[config.mk]
export PLATFORM = sky130hd
export DESIGN_NAME = m4inv_front
export DESIGN_NICKNAME = d
export VERILOG_FILES = /design/src/hdl/m4inv_pkg.sv /design/src/hdl/m4inv_front.sv
export SDC_FILE = /design/constraint.sdc
export NUM_CORES = 1
export LEC_CHECK = 0
export BUFFER_PORTS_ARGS = -buffer_cell sky130_fd_sc_hd__buf_4
export CORE_MARGIN = 4
export CORE_UTILIZATION = 26
export DETAILED_ROUTE_END_ITERATION = 10
export PLACE_DENSITY_LB_ADDON = 0.12
export SLEW_MARGIN = 15
export SYNTH_ARGS = -nofsm -noshare
export SYNTH_HDL_FRONTEND = slang
export SYNTH_SLANG_ARGS = --single-unit
[constraint.sdc]
create_clock -name clk -period 1 [get_ports clk]
set_input_delay 0.15 -clock clk [delete_from_list [all_inputs] [get_ports clk]]
set_output_delay 0.15 -clock clk [all_outputs]
set_load 0.005 [all_outputs]
[src/hdl/m4inv_pkg.sv]
// Shared types, constants and index helpers for the 4x4 fixed-point matrix inverter.
// No dependencies; imported by every module of the block.
package m4inv_pkg;

  localparam int ELEM_W      = 32;
  localparam int FRAC_BITS   = 16;
  localparam int IDX_W       = 4;
  localparam int PROD_W      = 2 * ELEM_W;
  localparam int CMAG_W      = 3 * ELEM_W;        // cofactor magnitude
  localparam int COF_W       = CMAG_W + 1;        // signed cofactor
  localparam int ACC_W       = 4 * ELEM_W + 4;    // signed determinant accumulator
  localparam int DMAG_W      = ACC_W - 1;
  localparam int DIV_STEPS   = 2 * FRAC_BITS;
  localparam int CNT_W       = $clog2(DIV_STEPS);
  localparam int QUEUE_DEPTH = 4;
  localparam int QPTR_W      = $clog2(QUEUE_DEPTH);

  localparam logic [IDX_W-1:0]  LAST_IDX  = {IDX_W{1'b1}};
  localparam logic [2:0]        LAST_TERM = 3'd5;
  localparam logic [ELEM_W-1:0] POS_MAX   = {1'b0, {(ELEM_W-1){1'b1}}};
  localparam logic [ELEM_W-1:0] NEG_MIN   = {1'b1, {(ELEM_W-1){1'b0}}};

  typedef struct packed {
    logic [ELEM_W-1:0] value;
    logic [IDX_W-1:0]  idx;
    logic              last;
  } elem_item_t;

  function automatic logic [ELEM_W-1:0] mag(input logic [ELEM_W-1:0] v);
    return v[ELEM_W-1] ? (~v + 1'b1) : v;
  endfunction

  // terms 1, 2 and 5 of a 3x3 minor enter with a minus sign
  function automatic logic term_minus(input logic [2:0] term);
    return (term == 3'd1) || (term == 3'd2) || (term == 3'd5);
  endfunction

  // element index for position pos of term "term" in the minor of cofactor cidx
  function automatic logic [IDX_W-1:0] term_elem(input logic [IDX_W-1:0] cidx,
                                                 input logic [2:0] term,
                                                 input logic [1:0] pos);
    logic [5:0] cols;
    logic [1:0] b;
    logic [1:0] rr;
    logic [1:0] cc;
    case (term)
      3'd0:    cols = {2'd2, 2'd1, 2'd0};
      3'd1:    cols = {2'd1, 2'd2, 2'd0};
      3'd2:    cols = {2'd2, 2'd0, 2'd1};
      3'd3:    cols = {2'd0, 2'd2, 2'd1};
      3'd4:    cols = {2'd1, 2'd0, 2'd2};
      3'd5:    cols = {2'd0, 2'd1, 2'd2};
      default: cols = {2'd2, 2'd1, 2'd0};
    endcase
    case (pos)
      2'd0:    b = cols[1:0];
      2'd1:    b = cols[3:2];
      default: b = cols[5:4];
    endcase
    rr = (pos < cidx[3:2]) ? pos : pos + 2'd1;
    cc = (b < cidx[1:0]) ? b : b + 2'd1;
    return {rr, cc};
  endfunction

endpackage

[src/hdl/m4inv_front.sv]
// Front end: accepts matrix elements, tags each with its position and the end of a matrix.
// Depends on m4inv_pkg.
module m4inv_front
  import m4inv_pkg::*;
(
  input  logic              clk,
  input  logic              rst,
  input  logic              element_valid,
  input  logic [ELEM_W-1:0] element_value,
  output logic              element_stall,
  input  logic              queue_full,
  output logic              push,
  output elem_item_t        item
);

  logic [IDX_W-1:0] load_count;

  assign element_stall = queue_full;
  assign push          = element_valid && !queue_full;

  always_comb begin
    item.value = element_value;
    item.idx   = load_count;
    item.last  = (load_count == LAST_IDX);
  end

  always_ff @(posedge clk) begin
    if (rst) begin
      load_count <= '0;
    end else if (push) begin
      load_count <= load_count + 1'b1;
    end
  end

endmodule

==> results.toml <==
[run_status]
status = "finished with violations"
violations = "setup timing"

[timing]
fin_crit_sh = 1.12
skew_ns = 0.00524
rsz0062_at_grt = "yes"
fin_crit_ns = 1.12
tightest_slew_ns = 0.117
hold_viol = 0
tns_ns = -0.235
relSlewSlack = 0.920
max_freq_mhz = 890
setup_slack_ns = -0.124
slew_violations = 0
final-setup-viol-count = 3

[power]
power.internal_uw = 359
pwr_density_cell_nw_per_um2 = 1160
switching_share = 0.213
switching_power_uw = 97.3
power_uw = 457
p_seq_frac = 0.379
max-vdd-ir-drop_uv = 367
pwr-share-comb = 0.189
p_leak_nw = 0.189
clkPwrFrac = 0.432

[critical_path]
cp.arrival_ns = 0.97
reg2regPathDepth = 3
crit_fanout = 2
cp-start-kind = "flip-flop"
crit_required_ns = 0.85
critPathMaxStageDelay_ns = 0.33
critPathKind = "reg -> out"
cp-end-kind = "output pin"
crit_chain = "ha_4 > and3_4 > buf_6"
crit_start = "load_count[0]"
slowest_stage = "dfxtp_2"
reg2reg_from = "load_count[1]"

[drt]
met1_length_um = 219
drtIter0Drc = 0
wl_met3_um = 118
drc = 0
wl_per_cell_um = 12.1
highest_layer = "met4"
vias_per_cell = 4.02
dr.pass1.iters = 1
routed_wirelength_um = 655
met2_length_um = 309
postRouteAntennaNets = 0
vias = 217

[clocking]
htreeDepth = 1
clkLatencyLatePin_ns = 0.23
cts_tree = "done"
cts.sinks = 4
cts_buffers = 3
root_buffer = "clkbuf_4"
clkSlewWorstSetupHoldPaths_ns = 0.03
cts_buffer_depth = 2
cts_hold_buf = 0

[logic_synthesis]
synth_cell_types = 13
syn_inst = 51
synth_area_um2 = 435
ys_ff_latch = 4
yosysWarnings = 0
ys_seq_area_frac = 0.184
syn_nets = 88
avgSynthCellArea_um2 = 8.54

[grt]
overflow = 0
grt_pass1_vias = 251
grt_pass1_wl_um = 1060
antenna_found_initial = 0
grt_max_degree = 6
grt_usage = 0.0582

[floorplanning]
num_io_pins = 75
die_area_um2 = 2390
num_rows = 14
die_x_um = 48.9
coreArea_um2 = 1540
die_y_um = 48.9
initial_core_util = 0.282

[final_layout]
finalCoreUtilization = 0.255
final_cell_mix = "13 x buf_4, 4 x nor2_1, 4 x buf_6"
syn2layout_area_growth_pct = -9.77
largest_register_ffs = 4
final_common_cell = "buf_4"
top_register = "load_count"
layout-drive-gt1-share = 0.658
design_area_um2 = 393
largestRegisters = "load_count (4)"
fin_nets = 77
antenna_cells = 0

[job]
max_cap_violations = 0

[min_path]
whs_path_depth = 2
holdCritStartpoint = "rst"
hold_path_class = "in -> reg"

[placed_design]
place_congestion = 0.623
io_buffers = 10
place_area_um2 = 313
dp_hpwl_um = 472
[area by class of cell]
type	instances	area [um^2]
Fill cell	176	1150
Timing Repair Buffer	17	143
Multi-Input combinational cell	14	125
Sequential cell	4	82.6
Clock buffer	3	22.5
Tap cell	16	20.0
[metal layers]
metal  up-vias  GRT usage
met2        11     0.0674
met4         0     0.0717
met5         -          0
met3         4     0.0520
li1        103          -
met1        99     0.0530
[what timing repair did]
item | in CTS | in global routing
gates resized for setup | 8 | 1
endpoints found under the setup margin | 1 | 4
pin swaps | 2 | 0
buffers inserted | 2 | 1
[path summary, 6_finish.rpt]
| kind | endpoint | slack [ns] |
|---|---|---|
| min reg2reg | load_count[3] | 0.54 |
| max reg2reg | load_count[3] | 0.01 |
| max | item[0] | -0.12 |
| min | load_count[0] | 0.11 |
[power by group through the flow]
stage	Sequential [mW]	Clock [mW]	Combinational, mW
6_report	0.173	0.197	0.0865
5_1_grt	0.174	0.222	0.0934
4_1_cts	0.170	0.209	0.0806
3_5_place_dp	0.172	0	0.0631
3_3_place_gp	0.172	0	0.0637
2_1_floorplan	0.174	0	0.126
[per-stage QoR]
stage                     setup slack, ns  std cells  hold slack, ns
after floorplan                    0.0845         51           0.222
after global placement             0.0406         48           0.300
after detailed placement           0.0317         48           0.300
after CTS                          -0.141         53           0.106
after global routing               -0.170         54           0.103
final                              -0.124         54           0.108
[synthesized netlist by cell type]
cell	count	area share
dfxtp_1	4	0.18
xnor2_1	1	0.020
nand3b_1	1	0.017
nor2_1	4	0.034
xor2_1	1	0.020
buf_4	33	0.57
mux2_1	1	0.026
mux2i_1	1	0.023
nand4_1	1	0.014
nor2b_4	1	0.032
ha_1	1	0.029
and3_1	1	0.014
and2b_1	1	0.017
[kinds of logic after synthesis]
kind of cell | share of synthesized area
AND/OR/NAND/NOR | 0.129
flip-flops | 0.184
XOR/XNOR | 0.0402
multiplexers | 0.0488
buffers and inverters | 0.569
adder cells (fa/ha/maj) | 0.0287
[critical path, delay by kind of cell (launching register included)]
kind                       cells  cell delay (ns)
DFF                            1             0.33
buffers and inverters          1             0.11
adders and majority gates      1             0.15
and+or+nand+nor                1             0.16
Power figures use the tool's default switching activity.
