--- src/hdl/m4inv_pkg.sv ---
// Shared types, constants and index helpers for the 4x4 fixed-point matrix inverter.
// No dependencies; imported by every module of the block.
package m4inv_pkg;

  localparam int ELEM_W      = 32;
  localparam int FRAC_BITS   = 16;
  localparam int IDX_W       = 4;
  localparam int PROD_W      = 2 * ELEM_W;
  localparam int CMAG_W      = 3 * ELEM_W;        // cofactor magnitude
  localparam int COF_W       = CMAG_W + 1;        // signed cofactor
  localparam int ACC_W       = 4 * ELEM_W + 4;    // signed determinant accumulator
  localparam int DMAG_W      = ACC_W - 1;
  localparam int DIV_STEPS   = 2 * FRAC_BITS;
  localparam int CNT_W       = $clog2(DIV_STEPS);
  localparam int QUEUE_DEPTH = 4;
  localparam int QPTR_W      = $clog2(QUEUE_DEPTH);

  localparam logic [IDX_W-1:0]  LAST_IDX  = {IDX_W{1'b1}};
  localparam logic [2:0]        LAST_TERM = 3'd5;
  localparam logic [ELEM_W-1:0] POS_MAX   = {1'b0, {(ELEM_W-1){1'b1}}};
  localparam logic [ELEM_W-1:0] NEG_MIN   = {1'b1, {(ELEM_W-1){1'b0}}};

  typedef struct packed {
    logic [ELEM_W-1:0] value;
    logic [IDX_W-1:0]  idx;
    logic              last;
  } elem_item_t;

  function automatic logic [ELEM_W-1:0] mag(input logic [ELEM_W-1:0] v);
    return v[ELEM_W-1] ? (~v + 1'b1) : v;
  endfunction

  // terms 1, 2 and 5 of a 3x3 minor enter with a minus sign
  function automatic logic term_minus(input logic [2:0] term);
    return (term == 3'd1) || (term == 3'd2) || (term == 3'd5);
  endfunction

  // element index for position pos of term "term" in the minor of cofactor cidx
  function automatic logic [IDX_W-1:0] term_elem(input logic [IDX_W-1:0] cidx,
                                                 input logic [2:0] term,
                                                 input logic [1:0] pos);
    logic [5:0] cols;
    logic [1:0] b;
    logic [1:0] rr;
    logic [1:0] cc;
    case (term)
      3'd0:    cols = {2'd2, 2'd1, 2'd0};
      3'd1:    cols = {2'd1, 2'd2, 2'd0};
      3'd2:    cols = {2'd2, 2'd0, 2'd1};
      3'd3:    cols = {2'd0, 2'd2, 2'd1};
      3'd4:    cols = {2'd1, 2'd0, 2'd2};
      3'd5:    cols = {2'd0, 2'd1, 2'd2};
      default: cols = {2'd2, 2'd1, 2'd0};
    endcase
    case (pos)
      2'd0:    b = cols[1:0];
      2'd1:    b = cols[3:2];
      default: b = cols[5:4];
    endcase
    rr = (pos < cidx[3:2]) ? pos : pos + 2'd1;
    cc = (b < cidx[1:0]) ? b : b + 2'd1;
    return {rr, cc};
  endfunction

endpackage

--- src/hdl/m4inv_fifo.sv ---
// Short queue of tagged elements between the front end and the compute engine.
// Depends on m4inv_pkg.
module m4inv_fifo
  import m4inv_pkg::*;
(
  input  logic       clk,
  input  logic       rst,
  input  logic       push,
  input  elem_item_t push_item,
  input  logic       pop,
  output elem_item_t pop_item,
  output logic       full,
  output logic       empty
);

  elem_item_t        slots [QUEUE_DEPTH];
  logic [QPTR_W-1:0] wr_ptr;
  logic [QPTR_W-1:0] rd_ptr;
  logic [QPTR_W:0]   count;

  assign full     = (count == (QPTR_W+1)'(QUEUE_DEPTH));
  assign empty    = (count == '0);
  assign pop_item = slots[rd_ptr];

  always_ff @(posedge clk) begin
    if (push) begin
      slots[wr_ptr] <= push_item;
    end
  end

  always_ff @(posedge clk) begin
    if (rst) begin
      wr_ptr <= '0;
      rd_ptr <= '0;
      count  <= '0;
    end else begin
      if (push) begin
        wr_ptr <= wr_ptr + 1'b1;
      end
      if (pop) begin
        rd_ptr <= rd_ptr + 1'b1;
      end
      if (push && !pop) begin
        count <= count + 1'b1;
      end else if (pop && !push) begin
        count <= count - 1'b1;
      end
    end
  end

endmodule

--- config.mk ---
export PLATFORM = sky130hd
export DESIGN_NAME = m4inv_fifo
export DESIGN_NICKNAME = d
export VERILOG_FILES = /design/src/hdl/m4inv_pkg.sv /design/src/hdl/m4inv_fifo.sv
export SDC_FILE = /design/constraint.sdc
export NUM_CORES = 1
export LEC_CHECK = 0
export BUFFER_PORTS_ARGS = -buffer_cell sky130_fd_sc_hd__buf_2
export CORE_MARGIN = 2
export CORE_UTILIZATION = 35
export CTS_BUF_LIST = sky130_fd_sc_hd__clkbuf_4 sky130_fd_sc_hd__clkbuf_8
export CTS_CLUSTER_SIZE = 25
export DETAILED_ROUTE_END_ITERATION = 16
export GPL_TIMING_DRIVEN = 0
export PLACE_DENSITY = 0.59
export SLEW_MARGIN = 10
export SYNTH_ARGS = -nofsm -noshare
export SYNTH_HDL_FRONTEND = slang
export SYNTH_SLANG_ARGS = --single-unit
--- constraint.sdc ---
create_clock -name clk -period 2 [get_ports clk]
set_clock_uncertainty 0.15 [all_clocks]
set_input_delay 0.3 -clock clk [delete_from_list [all_inputs] [get_ports clk]]
set_output_delay 0.3 -clock clk [all_outputs]
set_load 0.05 [all_outputs]
==> results of run 1 <==
## through the flow
step / power, W / utilization / setup TNS, ns / area, sq um
final: 0.00760 / 0.473 / -8.38 / 7760
after global routing: 0.00791 / 0.473 / -11.32 / 7760
after global placement: 0.00500 / 0.396 / -110.43 / 6490
after CTS: 0.00767 / 0.468 / -10.01 / 7680
after floorplan: 0.00472 / - / 0 / 5820
after detailed placement: 0.00505 / 0.403 / 0 / 6610
## cells in the mapped netlist (all sizes together)
| library cell | count |
|---|---|
| edfxtp | 148 |
| mux4 | 37 |
| dfxtp | 9 |
| buf | 7 |
| nor2 | 7 |
| ha | 5 |
| and2 | 4 |
| inv | 4 |
| xor2 | 3 |
| clkbuf | 2 |
| mux2i | 2 |
| xnor2 | 2 |
| a21oi | 1 |
| fa | 1 |
| nand2 | 1 |
| nor3 | 1 |
| nor3b | 1 |
| o21ai | 1 |
| or3 | 1 |
## power by group through the flow
stage,sequential (W),clock [W],combinational [W]
after global routing,0.00383,0.00256,0.00152
final,0.00381,0.00235,0.00144
after CTS,0.00381,0.00243,0.00143
after floorplan,0.00388,0,0.000846
after detailed placement,0.00389,0,0.00116
after global placement,0.00388,0,0.00111
## what timing repair did
item | 4_1_cts | 5_1_grt
cloned | 1 | 3
hold endpoints to repair | 150 | 0
endpoints found under the setup margin | 37 | 37
buffers inserted | 2 | 0
gates resized for setup | 89 | 4
pin swaps | 0 | 0
hold buffers | 38 | 0
## kinds of logic after synthesis
family / Yosys count / synth area share
DFF: 157 / 0.794
muxes: 39 / 0.151
and+or+nand+nor: 15 / 0.0127
buffers and inverters: 13 / 0.0189
adders and majority gates: 6 / 0.0142
xor gates and xnor gates: 5 / 0.00752
AOI/OAI and AO/OA: 2 / 0.00172
## per-layer routing
metal / wire length [um] / track usage / up-vias
li1: - / - / 1276
met1: 4530 / 0.155 / 1390
met2: 5080 / 0.199 / 72
met3: 519 / 0.0448 / 13
met4: 184 / 0.0502 / 0
met5: 0 / 0 / -
## worst register-to-register path, delay by kind of cell (launching register included)
| family | cells | cell delay, ns |
|---|---|---|
| and+or+nand+nor | 1 | 0.55 |
| DFF | 1 | 0.36 |
| buffers and inverters | 2 | 0.36 |
| adders and majority gates | 1 | 0.14 |
## registers in the layout, summed over array words and instances (netlist names), named ones only
signal	cells
rd_ptr	2
slots	148
count	3
wr_ptr	2
## final cells by class
cell class	instances	share of cell area
flip-flops and latches	157	0.597
clock buffers	20	0.0331
clock inverters	12	0.0189
repair buffers	126	0.162
well taps	220	0.0355
plain buffers	9	0.0147
inverters	4	0.00194
multi-input cells	67	0.138
## worst paths after layout
check,from,endpoint,cells past startpoint
worst min-delay path,rst,count[0],2
worst min register to register,count[2],count[2],2
worst max register to register,wr_ptr[0],slots[2][16],4
worst max-delay path,flip-flop,pop_item[7],4
==> impl_metrics.toml, run 1 <==
[detailed_routing]
drtAntennaViolNets = 0
drt_pre_antenna_iters = 4
drc = 0
drt-total-wl_mm = 10.3
routedWlPerCell_um = 16.8
vias_per_cell = 4.47
vias = 2751
drtIter0Drc = 157

[pwr]
p_clk_frac = 0.309
p_sw_w = 0.00195
power_density_nw_per_um2 = 980
combPwrFrac = 0.189
intPower_w = 0.00565
seqPwrFrac = 0.502
p_leak_nw = 2.68
irDropWorstVdd_uv = 605
swShare = 0.257

[floorplan]
die_x_um = 133
dieHeight_um = 133
start_util = 0.355
rows = 47
ios = 80
die_area_sq_um = 17700
core_area_sq_um = 16400

[setup_path]
end_kind = "output port"
cp.required_ns = 1.55
cp_slowest_cell = "mux4_2"
cp.arrival_ns = 1.80
slowest_delay_ns = 0.51
path_cells = "buf_12 -> clkbuf_16 -> mux4_2 -> buf_6"
cp_num_buf_inv = 3
critPathTopFamily = "multiplexers"
start_kind = "flip-flop"
crit_path_max_fanout = 5
r2r_slack_ns = 0.14
path_class = "reg -> out"

[final_layout]
finalNonFillerCells = 615
mostFrequentLayoutCells = "edfxtp_1 (148), buf_2 (41), dlygate4sd3_1 (38), mux4_2 (37), buf_6 (36)"
antenna_cells = 0
multi_input_area_sq_um = 1070
final_nets = 429
n_fill_cell = 1380
seq_area_sq_um = 4630
area_growth_pct = 33.2
drive_gt1_frac = 0.430
layout_commonest_cell = "edfxtp_1"

[yosys]
seq_area_frac_synth = 0.794
synth_area_leader_cell = "edfxtp_1"
synth_area_leaders = "edfxtp_1 (76%), mux4_2 (12%), mux4_1 (3.2%)"
ys_seq_elements = 157
synth.top_cell.area_share = 0.763
syn_nets = 284
syn_inst = 237
yosys_warnings = 0
yosysUniqueCellTypes = 23
synth_area_per_cell_sq_um = 24.6
syn_area_sq_um = 5820

[placed_design]
hpwl_mm = 6.24
gp_congestion = 0.635
place.port_buffers = 78
place_inst = 539
pre_cts_ws_ns = 0.0108

[sta]
fin_crit_sh = 1.13
setup_violations = 37
setup_ws_ns = -0.251
timing.fmax_mhz = 444
hold_viol_final = 0
grt_setup_unrepaired = "true"
maxSlewViolCount = 0
tightest_slew_ns = 0.635
fin_hold_ws_ns = 0.0371
relSlewSlack = 0.576
period_minus_slack_ns = 2.25

[global_route]
grt_pass1_wl_mm = 16.1
antenna_found_initial = 0
grt_use_total = 0.124
grt_overflow = 0
first_global_vias = 2966
grt_start_max_net_pins = 20

[clock_tree]
cts_tree = "built"
clk_latency_ns = 0.45
cts.sinks = 157
clk_pin_slew_ns = 0.08
cts_buffers = 17
cts_root_buffer = "clkbuf_8"
clk_path_buf_depth = 2
cts.htree.levels = 4

[hold_path]
hold_path.class = "in -> reg"

[outcome]
violations = "setup timing"
status = "finished, violations left"

[run]
drv_cap = 0
Note: power is estimated with default switching activity, not from simulation.
==> run 2: changes to the inputs <==
==> constraint.sdc (replaced) <==
create_clock -name clk -period 2 [get_ports clk]
set_clock_uncertainty 0.15 [all_clocks]
set_input_delay 0.5 -clock clk [delete_from_list [all_inputs] [get_ports clk]]
set_output_delay 0.5 -clock clk [all_outputs]
set_load 0.05 [all_outputs]
==> impl_metrics.toml, run 2 (synthesized netlist as in run 1, its figures left out) <==
[outcome]
status = "finished, violations left"
violations = "setup timing"

[hold_path]
hold_path.class = "in -> reg"
hold_depth = 1

[global_route]
first_global_vias = 2835
antenna_found_initial = 0
grt_use_total = 0.123
grt_start_max_net_pins = 23
grt_overflow = 0
grt_pass1_wl_mm = 15.7

[setup_path]
path_class = "reg -> out"
path_cells = "buf_12 -> clkbuf_16 -> mux4_2 -> buf_6"
cp.arrival_ns = 1.80
cp_num_buf_inv = 3
cp_slowest_cell = "mux4_2"
cp.required_ns = 1.35
critPathTopFamily = "multiplexers"
crit_cells = 4
slowest_delay_ns = 0.51
start_kind = "flip-flop"
reg2regPathDepth = 4
end_kind = "output port"
crit_path_max_fanout = 8

[detailed_routing]
vias_per_cell = 4.55
drt-total-wl_mm = 9.99
drt_pre_antenna_iters = 4
drc = 0
routedWlPerCell_um = 17.3
drtIter0Drc = 138
vias = 2620
drtAntennaViolNets = 0

[sta]
fin_hold_ws_ns = 0.114
timing.fmax_mhz = 408
period_minus_slack_ns = 2.45
grt_setup_unrepaired = "true"
tightest_slew_ns = 0.633
setup_tns_ns = -15.93
fin_crit_sh = 1.23
setup_violations = 37
setup_ws_ns = -0.451
relSlewSlack = 0.578
maxSlewViolCount = 0
hold_viol_final = 0

[placed_design]
place_inst = 539
gp_congestion = 0.632
place.port_buffers = 78
place_area_sq_um = 6600
hpwl_mm = 6.40

[final_layout]
largest_reg_flops = 148
area_growth_pct = 26.2
finalNonFillerCells = 576
fin_area_sq_um = 7350
layout_commonest_cell = "edfxtp_1"
largest_register = "slots"
n_fill_cell = 1383
drive_gt1_frac = 0.478
mostFrequentLayoutCells = "edfxtp_1 (148), buf_2 (39), buf_6 (37), mux4_2 (37), clkbuf_8 (17)"
final_nets = 390
largestRegisters = "slots (148), count (3)"
antenna_cells = 0

[floorplan]
die_area_sq_um = 17700
start_util = 0.355
core_area_sq_um = 16400
rows = 47
dieHeight_um = 133
ios = 80
die_x_um = 133

[clock_tree]
cts_buffers = 17
cts_root_buffer = "clkbuf_8"
cts.htree.levels = 4
clk_path_buf_depth = 2
cts.sinks = 157
clk_latency_ns = 0.44
cts_tree = "built"
clk_pin_slew_ns = 0.08

[pwr]
seqPwrFrac = 0.507
irDropWorstVdd_uv = 525
p_total_w = 0.00752
power_density_nw_per_um2 = 1020
combPwrFrac = 0.182
p_sw_w = 0.00196
swShare = 0.261
p_clk_frac = 0.311
intPower_w = 0.00556
p_leak_nw = 2.50

[run]
drv_cap = 0
-- run 2: layout make-up --
cell class | instances | area (sq um) | share of cell area
tap | 220 | 275 | 0.0375
clock buffer | 17 | 234 | 0.0318
timing repair buffer | 87 | 831 | 0.113
sequential | 157 | 4630 | 0.629
inverter | 4 | 15.0 | 0.00204
multi-input combinational | 67 | 1080 | 0.147
clock inverter | 15 | 173 | 0.0235
buffer | 9 | 118 | 0.0160
-- run 2: what timing repair did --
action | CTS | global route
gates resized for setup | 91 | 3
hold buffers | 0 | 0
cloned | 1 | 2
setup buffers | 2 | 0
endpoints found under the setup margin | 37 | 39
-- run 2: power by group through the flow --
stage | combinational, W | sequential [W] | clock (W)
finish | 0.00137 | 0.00382 | 0.00234
global route | 0.00145 | 0.00383 | 0.00256
CTS | 0.00137 | 0.00382 | 0.00241
detailed placement | 0.00116 | 0.00389 | 0
global placement | 0.00112 | 0.00389 | 0
floorplan | 0.000849 | 0.00388 | 0
-- run 2: routing by layer --
| layer | track usage | share of wire | up-vias |
|---|---|---|---|
| li1 | - | - | 1201 |
| met3 | 0.0410 | 0.053 | 18 |
| met1 | 0.153 | 0.42 | 1328 |
| met4 | 0.0627 | 0.020 | 0 |
| met2 | 0.194 | 0.51 | 73 |
| met5 | 0 | 0 | - |
-- run 2: through the flow --
| step | util | setup WS [ns] |
|---|---|---|
| final | 0.448 | -0.451 |
| after global routing | 0.448 | -0.547 |
| after CTS | 0.445 | -0.518 |
| after detailed placement | 0.402 | -0.201 |
| after global placement | 0.396 | -0.903 |
| after floorplan | - | 0.00872 |
-- run 2: worst paths after layout --
path	start	endpoint	slack, ns
worst max-delay path	flip-flop	pop_item[11]	-0.45
worst min-delay path	push_item[0]	slots[2][0]	0.11
worst max register to register	wr_ptr[0]	slots[0][5]	0.16
worst min register to register	count[2]	count[2]	0.38
==> run 3: changes to the inputs <==
--- a/config.mk
+++ b/config.mk
@@ -7,12 +7,12 @@
 export LEC_CHECK = 0
 export BUFFER_PORTS_ARGS = -buffer_cell sky130_fd_sc_hd__buf_2
 export CORE_MARGIN = 2
-export CORE_UTILIZATION = 35
+export CORE_UTILIZATION = 50
 export CTS_BUF_LIST = sky130_fd_sc_hd__clkbuf_4 sky130_fd_sc_hd__clkbuf_8
 export CTS_CLUSTER_SIZE = 25
 export DETAILED_ROUTE_END_ITERATION = 16
 export GPL_TIMING_DRIVEN = 0
-export PLACE_DENSITY = 0.59
+export PLACE_DENSITY = 0.78
 export SLEW_MARGIN = 10
 export SYNTH_ARGS = -nofsm -noshare
 export SYNTH_HDL_FRONTEND = slang
==> impl_metrics.toml, run 3 (synthesized netlist as in run 1, its figures left out) <==
[clock_tree]
cts_root_buffer = "clkbuf_8"
cts.sinks = 157
cts.htree.levels = 4
cts_buffers = 17
clk_path_buf_depth = 2
clk_pin_slew_ns = 0.08
cts_tree = "built"
clk_latency_ns = 0.43

[pwr]
p_leak_nw = 2.50
irDropWorstVdd_uv = 546
p_total_w = 0.00742
power_density_nw_per_um2 = 1030

[placed_design]
gp_congestion = 0.662
place.port_buffers = 78
hpwl_mm = 6.00
pre_cts_ws_ns = -0.174

[detailed_routing]
drtAntennaViolNets = 0
vias_per_cell = 5.36
drc = 0
drtIter0Drc = 127
drt_pre_antenna_iters = 6
vias = 2681
drt-total-wl_mm = 9.74
routedWlPerCell_um = 19.5

[sta]
timing.fmax_mhz = 410
tightest_slew_ns = 0.527
setup_ws_ns = -0.438
hold_viol_final = 0
maxSlewViolCount = 0
relSlewSlack = 0.648
fin_crit_sh = 1.22
grt_setup_unrepaired = "true"
period_minus_slack_ns = 2.44
setup_tns_ns = -15.24
fin_hold_ws_ns = 0.127
setup_violations = 37

[setup_path]
slowest_delay_ns = 0.51
end_kind = "output port"
cp.arrival_ns = 1.79
path_class = "reg -> out"
crit_path_max_fanout = 8
cp.required_ns = 1.35
cp_slowest_cell = "mux4_2"
path_cells = "buf_12 -> clkbuf_16 -> mux4_2 -> buf_6"
start_kind = "flip-flop"
cp_num_buf_inv = 3
critPathTopFamily = "multiplexers"

[global_route]
grt_overflow = 0
use_met2 = 0.273
grt_start_max_net_pins = 26
grt_pass1_wl_mm = 15.4
antenna_found_initial = 0
use_met1 = 0.206
met3_usage = 0.0610
gr-max-usage-layer = "met2"
grt_use_total = 0.166
first_global_vias = 2901

[final_layout]
largest_reg_flops = 148
n_fill_cell = 792
antenna_cells = 0
largest_register = "slots"
largestRegisters = "slots (148), count (3)"
area_growth_pct = 24.1
mostFrequentLayoutCells = "edfxtp_1 (148), buf_2 (41), mux4_2 (36), buf_6 (36), clkbuf_8 (18)"
drive_gt1_frac = 0.479
layout_commonest_cell = "edfxtp_1"
final_nets = 391

[outcome]
status = "finished, violations left"
violations = "setup timing"

[floorplan]
die_x_um = 112
ios = 80
dieHeight_um = 112
rows = 39
start_util = 0.512
die_area_sq_um = 12500
core_area_sq_um = 11400

[run]
drv_cap = 0

[hold_path]
hold_path.class = "in -> reg"
==> run 3: cell count changes in the layout (fill, tap and decap cells not counted), moves of 2 or more <==
cell,before,now
clkinv_4,4,0
buf_16,3,1
buf_2,39,41
clkbuf_4,2,4
clkinvlp_4,2,4
==> run 3: area by class of cell <==
cell class              count  area, sq um  area share
plain buffers               9          118      0.0163
clock buffers              21          270      0.0374
clock inverters            11          119      0.0165
inverters                   4         15.0     0.00208
multi-input cells          67         1080       0.150
flip-flops and latches    157         4630       0.641
well taps                 143          179      0.0248
repair buffers             88          815       0.113
==> run 3: final timing paths <==
kind / startpoint / end / slack [ns] / cells past startpoint
setup reg to reg: wr_ptr[0] / slots[2][1] / 0.24 / 4
hold / removal: push_item[19] / slots[0][19] / 0.13 / 1
hold reg to reg: count[2] / count[2] / 0.37 / 2
setup / recovery: flip-flop / pop_item[25] / -0.44 / 4
==> run 3: repair_timing <==
| item | 4_1_cts | 5_1_grt |
|---|---|---|
| gates resized for setup | 88 | 4 |
| cloned | 1 | 3 |
| hold buffers | 0 | 0 |
| buffers inserted | 1 | 2 |
| endpoints found under the setup margin | 37 | 37 |
==> run 3: routing by layer <==
layer  vias to the layer above  routed length, um
met1                      1403               3970
met5                         -                  0
met3                         9                593
met4                         0                108
met2                        73               5070
li1                       1196                  -
==> run 3: through the flow <==
stage	cells	util	area, sq um
after detailed placement	462	0.571	6500
after global routing	500	0.636	7230
final	500	0.636	7230
after CTS	496	0.629	7150
after global placement	458	0.563	6400
after floorplan	237	-	5830
==> run 3: power by group <==
part / leakage [nW] / total, W / switching, W / internal (W)
Combinational: 0.869 / 0.00135 / 0.000798 / 0.000554
Clock: 0.192 / 0.00226 / 0.00108 / 0.00118
Sequential: 1.43 / 0.00382 / 0.0000523 / 0.00376
Total: 2.50 / 0.00742 / 0.00193 / 0.00550
==> run 3: worst register-to-register path: stages (launching register included) <==
cell and delay [ns]:
dfxtp_1 0.35, inv_1 0.09, ha_1 0.14, and2_2 0.48
buf_16 0.25
